<file path="src/mba_pkg.sv">
package mba_pkg;

  localparam int MAX_BLOCK  = 64;
  localparam int MAX_WIDTH  = 4096;
  localparam int MAX_HEIGHT = 4096;

  localparam int SUM_W  = 14;
  localparam int DIV_W  = 7;
  localparam int ADDR_W = 12;
  localparam int LANES  = 3;

  localparam logic [7:0] REG_BLOCK_SIZE   = 8'd0;
  localparam logic [7:0] REG_IMAGE_WIDTH  = 8'd1;
  localparam logic [7:0] REG_IMAGE_HEIGHT = 8'd2;
  localparam logic [7:0] REG_GREY_MODE    = 8'd3;

  typedef logic [SUM_W-1:0] lane_t;
  typedef lane_t [LANES-1:0] sums_t;

  typedef struct packed {
    logic               start;
    logic [DIV_W-1:0]   divisor;
  } div_req_t;

endpackage

</file>
<file path="src/mba_div.sv">
module mba_div (
  input  logic              clk,
  input  logic              rst_n,
  input  mba_pkg::div_req_t req,
  input  mba_pkg::sums_t    dividend,
  output mba_pkg::sums_t    quotient,
  output logic              done
);
  import mba_pkg::*;

  localparam logic [3:0] LAST_STEP = 4'(SUM_W - 1);

  logic                         busy_r;
  logic [3:0]                   step_r;
  logic                         done_r;
  logic [DIV_W-1:0]             dsr_r;
  logic [LANES-1:0][DIV_W-1:0]  rem_r;
  sums_t                        q_r;

  always_ff @(posedge clk) begin
    if (!rst_n) begin
      busy_r <= 1'b0;
      done_r <= 1'b0;
      step_r <= '0;
    end else begin
      done_r <= 1'b0;
      if (req.start) begin
        busy_r <= 1'b1;
        step_r <= '0;
        dsr_r  <= req.divisor;
        q_r    <= dividend;
        rem_r  <= '0;
      end else if (busy_r) begin
        for (int i = 0; i < LANES; i++) begin
          if ({rem_r[i], q_r[i][SUM_W-1]} >= {1'b0, dsr_r}) begin
            rem_r[i] <= DIV_W'({rem_r[i], q_r[i][SUM_W-1]} - {1'b0, dsr_r});
            q_r[i]   <= {q_r[i][SUM_W-2:0], 1'b1};
          end else begin
            rem_r[i] <= DIV_W'({rem_r[i], q_r[i][SUM_W-1]});
            q_r[i]   <= {q_r[i][SUM_W-2:0], 1'b0};
          end
        end
        step_r <= step_r + 4'd1;
        if (step_r == LAST_STEP) begin
          busy_r <= 1'b0;
          done_r <= 1'b1;
        end
      end
    end
  end

  assign quotient = q_r;
  assign done     = done_r;

endmodule

</file>
<file path="config.mk">
export PLATFORM = sky130hd
export DESIGN_NAME = mba_div
export DESIGN_NICKNAME = d
export VERILOG_FILES = /design/src/mba_pkg.sv /design/src/mba_div.sv
export SDC_FILE = /design/constraint.sdc
export NUM_CORES = 1
export LEC_CHECK = 0
export ABC_AREA = 1
export BUFFER_PORTS_ARGS = -buffer_cell sky130_fd_sc_hd__buf_2
export CORE_MARGIN = 5
export CORE_UTILIZATION = 29
export DETAILED_ROUTE_END_ITERATION = 10
export GPL_ROUTABILITY_DRIVEN = 0
export PLACE_DENSITY = 0.55
export SYNTH_ARGS = -nofsm -noshare
export SYNTH_HDL_FRONTEND = slang
export SYNTH_SLANG_ARGS = --single-unit
export TNS_END_PERCENT = 30
</file>
<file path="constraint.sdc">
create_clock -name clk -period 2.8 [get_ports clk]
set_input_delay 0.56 -clock clk [delete_from_list [all_inputs] [get_ports clk]]
set_output_delay 0.56 -clock clk [all_outputs]
set_load 0.01 [all_outputs]
</file>
==> results.sh, run 1 <==
export IMPL_htree_levels=3
export IMPL_drv_cap=0
export IMPL_clk_latency_ns=0.34
export IMPL_path_cells="ha_1 -> fa_1 -> inv_1 -> nand2_1 -> nand2_1 -> nand2_1 -> nand2_1 -> nand2_1 -> nand3_1 -> nand2_1 -> nor2_1"
export IMPL_drive_above_1_share_pct=18.9
export IMPL_multiInputGateArea_sq_um=1940
export IMPL_period_share_pct=75.2
export IMPL_fmax_mhz=475
export IMPL_grt_pass1_wl_um=18700
export IMPL_avgSynthCellArea_sq_um=7.99
export IMPL_worstPathArrival_ns=2.30
export IMPL_fp_dieH_um=135
export IMPL_worstHoldStart="req[0]"
export IMPL_cp_max_fo=7
export IMPL_met1_length_um=5120
export IMPL_drt_initial_drc_count=207
export IMPL_diodes=0
export IMPL_combinationalPowerShare_pct=25.7
export IMPL_syn_nets=641
export IMPL_cp_data_required_time_ns=3.00
export IMPL_synth_cells=563
export IMPL_relSlewSlack_pct=66.2
export IMPL_drtAntennaViolNets=0
export IMPL_dr_max_layer_used="met4"
export IMPL_vias_per_cell=4.52
export IMPL_synth_cell_type_count=26
export IMPL_r2r_slack_ns=0.69
export IMPL_tightest_slew_ns=0.506
export IMPL_die_x_um=135
export IMPL_grt_ovfl_total=0
export IMPL_reg2reg_from="dsr_r[0]$_DFFE_PP_"
export IMPL_rows=45
export IMPL_crit_path_max_incr_delay_ns=0.48
export IMPL_period_minus_slack_ns=2.11
export IMPL_clock_sinks=76
export IMPL_clock_skew_ns=0.00793
export IMPL_routed_wl_um=11100
export IMPL_antenna_found_initial=0
export IMPL_netlist_area_sq_um=4500
export IMPL_final_common_cell="nand2_1"
export IMPL_p_per_area_nw_per_um2=628
export IMPL_grt_pass1_vias=3885
export IMPL_nets=736
export IMPL_cts_resized=0
export IMPL_initial_core_util_pct=29.6
export IMPL_clockBufferDepth=2
export IMPL_swShare_pct=32.1
export IMPL_power_switching_uw=1100
export IMPL_yosysSeqAreaShare_pct=49.4
export IMPL_pwr_share_seq_pct=42.5
export IMPL_critPathCaptureType="register"
export IMPL_wl_met2_um=4870
export IMPL_syn_to_final_growth_pct=21.6
export IMPL_port_buffers=94
export IMPL_vias=3847
export IMPL_yosysWarnings=0
export IMPL_ys_seq_elements=76
export IMPL_io_pins=95
export IMPL_fin_worst_hold_slack_ns=0.394
export IMPL_cp_startpoint="dsr_r[0]$_DFFE_PP_"
export IMPL_hold_viol=0
export IMPL_drt_first_pass_iters=4
export IMPL_drv_slew=0
export IMPL_register_area_sq_um=2220
export IMPL_slowest_stage="edfxtp_1"
export IMPL_cp_start_kind="register"
export IMPL_rsz0062_at_grt="false"
export IMPL_numCtsBuffers=9
export IMPL_die_area_sq_um=18100
export IMPL_p_int_uw=2330
export IMPL_cts_setup_buffers=0
export IMPL_power_uw=3440
export IMPL_clk_pin_slew_worst_paths_ns=0.07
export IMPL_drc=0
export IMPL_crit_top_cell="nand2_1"
export IMPL_setup_viol=0
export IMPL_cts_tree="done"
export IMPL_place_hpwl_um=8390
export IMPL_p_leak_uw=0.00274
export IMPL_p_clk_share_pct=31.8
export IMPL_post_drt_wl_per_cell_um=13.0
export IMPL_status="complete, no violations"
export IMPL_cts_root_buf="clkbuf_16"
export IMPL_crit_type="register to register"
export IMPL_grt_total_usage_pct=12.8
export IMPL_vdd_drop_max_mv=0.260
export IMPL_coreArea_sq_um=15200
export IMPL_fillers=1578
export IMPL_grt_max_degree=54
export IMPL_fin_setup_tns_ns=0
export IMPL_hp_class="input pin to register"
export IMPL_wl_met3_um=881
export IMPL_cts_hold_buf=0
export IMPL_layout_common_cells="nand2_1 (230), buf_2 (94), inv_1 (75), edfxtp_1 (70), nor2_1 (58)"
[layer usage]
layer	track usage (%)	up-vias
met5	0	-
met2	20.4	112
met3	5.07	17
met4	4.13	0
met1	16.0	1741
li1	-	1977
[worst paths after layout]
path,endpoint,cells past startpoint
max,rem_r[16]$_SDFFCE_PP0P_,11
min,dsr_r[0]$_DFFE_PP_,1
max reg2reg,rem_r[16]$_SDFFCE_PP0P_,11
min reg2reg,step_r[0]$_SDFFE_PP0P_,2
[state kept, by name, indices dropped and copies added (netlist names)]
signal / count
done: 1
dsr_r: 7
rem_r: 21
busy_r: 1
step_r: 4
quotient: 42
[cells by family (layout without fill, tap and decap cells)]
kind of cell / after synthesis / after routing / synth area share, %
AO/OA/AOI/OAI: 13 / 13 / 2.31
XOR/XNOR: 6 / 6 / 1.17
adder cells (fa/ha/maj): 26 / 26 / 7.73
buffers and inverters: 90 / 190 / 7.59
flip-flops: 76 / 76 / 49.4
AND/OR/NAND/NOR: 352 / 352 / 31.8
[cell type report]
class	count	area share, %
clock buffer	9	4.12
clock inverter	7	0.938
timing repair buffer	98	9.38
sequential	76	40.6
inverter	76	5.22
multi-input combinational	397	35.4
tap	188	4.30
[critical path, delay by kind of cell (launching register included)]
family        cells  cell delay [ns]
flops             1             0.48
simple gates      8             0.71
buf+inv           1             0.11
fa+ha+maj         2             0.66
[Yosys cell counts]
cell	instances	area, sq um
or2_4	2	17.5
nor3_1	6	30.0
a21oi_4	3	48.8
inv_1	75	282
dfxtp_1	6	120
nor2_1	58	218
nand2_2	3	18.8
nor2_2	3	18.8
nor3b_1	1	7.51
nand4_1	9	56.3
clkbuf_1	9	33.8
o21a_1	1	7.51
edfxtp_1	70	2100
ha_1	23	288
xnor2_1	6	52.6
nand3_1	37	185
or2_1	1	6.26
buf_1	2	7.51
a21oi_1	5	25.0
and3_1	1	6.26
clkinv_1	1	3.75
o21ai_0	3	15.0
buf_2	3	15.0
nand2_1	231	867
a211oi_1	1	7.51
fa_1	3	60.1
[through the flow]
step	setup slack (ns)	cells	area (sq um)	utilization, %
finish	0.695	851	5470	36.0
detailed placement	0.688	835	5190	34.2
global placement	0.728	835	5190	34.2
floorplan	0.388	563	4500	-
CTS	0.668	851	5470	36.0
global route	0.501	851	5470	36.0
[power groups by stage]
stage | Clock, uW | Combinational [uW] | Sequential [uW]
2_1_floorplan | 0 | 623 | 1490
3_3_place_gp | 0 | 879 | 1480
3_5_place_dp | 0 | 891 | 1480
4_1_cts | 1120 | 894 | 1460
5_1_grt | 1180 | 1020 | 1470
6_report | 1090 | 883 | 1460
No activity file was read; power rests on OpenSTA's default activity.
==> inputs of run 2 (changes only) <==
- ABC_AREA: 1 -> 0
- PLACE_DENSITY: 0.55 -> 0.57
- clock period: 2.8 -> 1.9 ns (I/O delays scaled with it)
==> run 2 against run 1 <==
Effect of this change: clock skew up 0.0016 ns; the run now ends with negative setup slack left; synthesized cell count down 37%; clock power up 43%; cell count down 19%; worst hold slack worse by 0.18 ns; critical path depth down 3; final area up 5.1%; worst setup slack worse by 0.90 ns.
==> results.sh, run 2 <==
export IMPL_largest_reg_flops=42
export IMPL_htree_levels=3
export IMPL_violations="negative setup slack"
export IMPL_grt_pass1_wl_um=17000
export IMPL_grt_max_degree=55
export IMPL_critPathCaptureType="register"
export IMPL_antenna_found_initial=0
export IMPL_crit_family="adder cells"
export IMPL_fmax_mhz=474
export IMPL_setup_slack_ns=-0.208
export IMPL_clk_latency_ns=0.33
export IMPL_cts_tree="done"
export IMPL_clk_pin_slew_worst_paths_ns=0.06
export IMPL_yosysTopAreaCellShare_pct=49.0
export IMPL_vias_per_cell=4.82
export IMPL_vdd_drop_max_mv=0.510
export IMPL_nets=581
export IMPL_crit_path_max_incr_delay_ns=0.44
export IMPL_status="finished with violations"
export IMPL_cts_hold_buf=0
export IMPL_diodes=0
export IMPL_path_cells="ha_2 -> fa_2 -> nand2b_4 -> o2bb2ai_2 -> buf_4 -> mux2i_2 -> a22oi_2 -> o21ba_1"
export IMPL_cp_max_fo=3
export IMPL_worstPathArrival_ns=2.19
export IMPL_drtAntennaViolNets=0
export IMPL_io_pins=95
export IMPL_dpl_cell_area_sq_um=5350
export IMPL_async_reset_ff_share_pct=0
export IMPL_rows=44
export IMPL_drt_initial_drc_count=151
export IMPL_relSlewSlack_pct=74.1
export IMPL_rsz0062_at_grt="true"
export IMPL_fin_area_sq_um=5750
export IMPL_ys_top_cells_by_area="edfxtp_1 (49%), mux2_2 (11%), ha_1 (6.7%)"
export IMPL_netlist_area_sq_um=4290
export IMPL_synth_top_area_cell="edfxtp_1"
export IMPL_synthFlopType="edfxtp_1"
export IMPL_syn_to_final_growth_pct=34.0
export IMPL_coreArea_sq_um=14500
export IMPL_fp_dieH_um=132
export IMPL_final_common_cell="buf_2"
export IMPL_clock_sinks=76
export IMPL_dp_cells=674
export IMPL_fin_setup_tns_ns=-2.53
export IMPL_grt_ovfl_total=0
export IMPL_setup_viol=24
export IMPL_hp_class="input pin to register"
export IMPL_drv_cap=0
export IMPL_drt_first_pass_iters=4
export IMPL_initial_core_util_pct=29.5
export IMPL_post_drt_wl_per_cell_um=15.3
export IMPL_slowest_stage="edfxtp_1"
export IMPL_drive_above_1_share_pct=46.7
export IMPL_ys_seq_elements=76
export IMPL_yosysWarnings=0
export IMPL_tightest_slew_ns=0.388
export IMPL_crit_buf_inv=1
export IMPL_cts_root_buf="clkbuf_16"
export IMPL_place_ws_ns=-0.318
export IMPL_period_minus_slack_ns=2.11
export IMPL_synth_cells=355
export IMPL_drv_slew=0
export IMPL_vias=3337
export IMPL_grt_pass1_vias=3437
export IMPL_yosysSeqAreaShare_pct=51.8
export IMPL_crit_type="register to register"
export IMPL_synth_cell_type_count=48
export IMPL_grt_total_usage_pct=12.0
export IMPL_synth_common_cells="edfxtp_1 (70), mux2_2 (42), ha_1 (23)"
export IMPL_routed_wl_um=10600
export IMPL_die_x_um=132
export IMPL_port_buffers=94
export IMPL_p_leak_uw=0.00232
export IMPL_cp_data_required_time_ns=1.98
export IMPL_cp_start_kind="register"
export IMPL_yosysMostFrequentCell="edfxtp_1"
export IMPL_drc=0
export IMPL_period_share_pct=111
export IMPL_p_per_area_nw_per_um2=860
export IMPL_numCtsBuffers=9
export IMPL_clock_skew_ns=0.00949
export IMPL_hold_viol=0
export IMPL_clockBufferDepth=2
export IMPL_syn_nets=433
export IMPL_synth_edff_count=70
export IMPL_place_hpwl_um=8030
export IMPL_avgSynthCellArea_sq_um=12.1
export IMPL_die_area_sq_um=17300
export IMPL_fin_cells=692
export IMPL_layout_common_cells="buf_2 (94), edfxtp_1 (70), buf_4 (55), mux2_2 (42)"
## run 2: logic make-up (layout without fill, tap and decap cells)
| family | after synthesis | after routing | share of synthesized area, % |
|---|---|---|---|
| compound gates | 81 | 81 | 12.7 |
| xor+xnor | 9 | 9 | 1.84 |
| fa+ha+maj | 26 | 26 | 8.11 |
| buf+inv | 33 | 186 | 3.18 |
| flops | 76 | 76 | 51.8 |
| mux | 49 | 49 | 12.7 |
| simple gates | 81 | 81 | 9.74 |
## run 2: cell type report
type                            count  area (sq um)
Tap cell                          184           230
Fill cell                        1422          8790
Clock inverter                      5          37.5
Multi-Input combinational cell    246          2050
Inverter                           20          75.1
Sequential cell                    76          2220
Clock buffer                       11           233
Timing Repair Buffer              150           903
## run 2: routing by layer
layer	vias up	global-route usage, %	part of all wire [%]
met4	0	4.34	1.5
met5	-	0	0
met1	1585	15.1	44
li1	1642	-	-
met2	99	19.6	47
met3	11	3.48	7.5
## run 2: path summary, 6_finish.rpt
kind | from | to | slack [ns] | cells past startpoint
min | req[6] | dsr_r[6]$_DFFE_PP_ | 0.22 | 1
max | dsr_r[0]$_DFFE_PP_ | rem_r[13]$_SDFFCE_PP0P_ | -0.21 | 8
min reg2reg | step_r[1]$_SDFFE_PP0P_ | step_r[1]$_SDFFE_PP0P_ | 0.51 | 2
max reg2reg | dsr_r[0]$_DFFE_PP_ | rem_r[13]$_SDFFCE_PP0P_ | -0.21 | 8
## run 2: timing repair
item / in CTS / in global routing
endpoints found under the setup margin: 24 / 24
gates resized for setup: 26 / 5
buffers inserted: 1 / 1
pin swaps: 19 / 6
## run 2: power by group
| part | internal [uW] | switching [uW] | total [uW] |
|---|---|---|---|
| combinational | 663 | 661 | 1320 |
| sequential | 1990 | 69.8 | 2060 |
| clock | 889 | 669 | 1560 |
## run 2: per-stage QoR
stage / hold WS, ns / utilization [%] / power, uW
5_1_grt: 0.207 / 39.5 / 5220
3_5_place_dp: 0.506 / 36.8 / 3330
6_report: 0.218 / 39.5 / 4950
4_1_cts: 0.206 / 39.4 / 4970
2_1_floorplan: 0.471 / - / 2840
3_3_place_gp: 0.484 / 36.8 / 3300
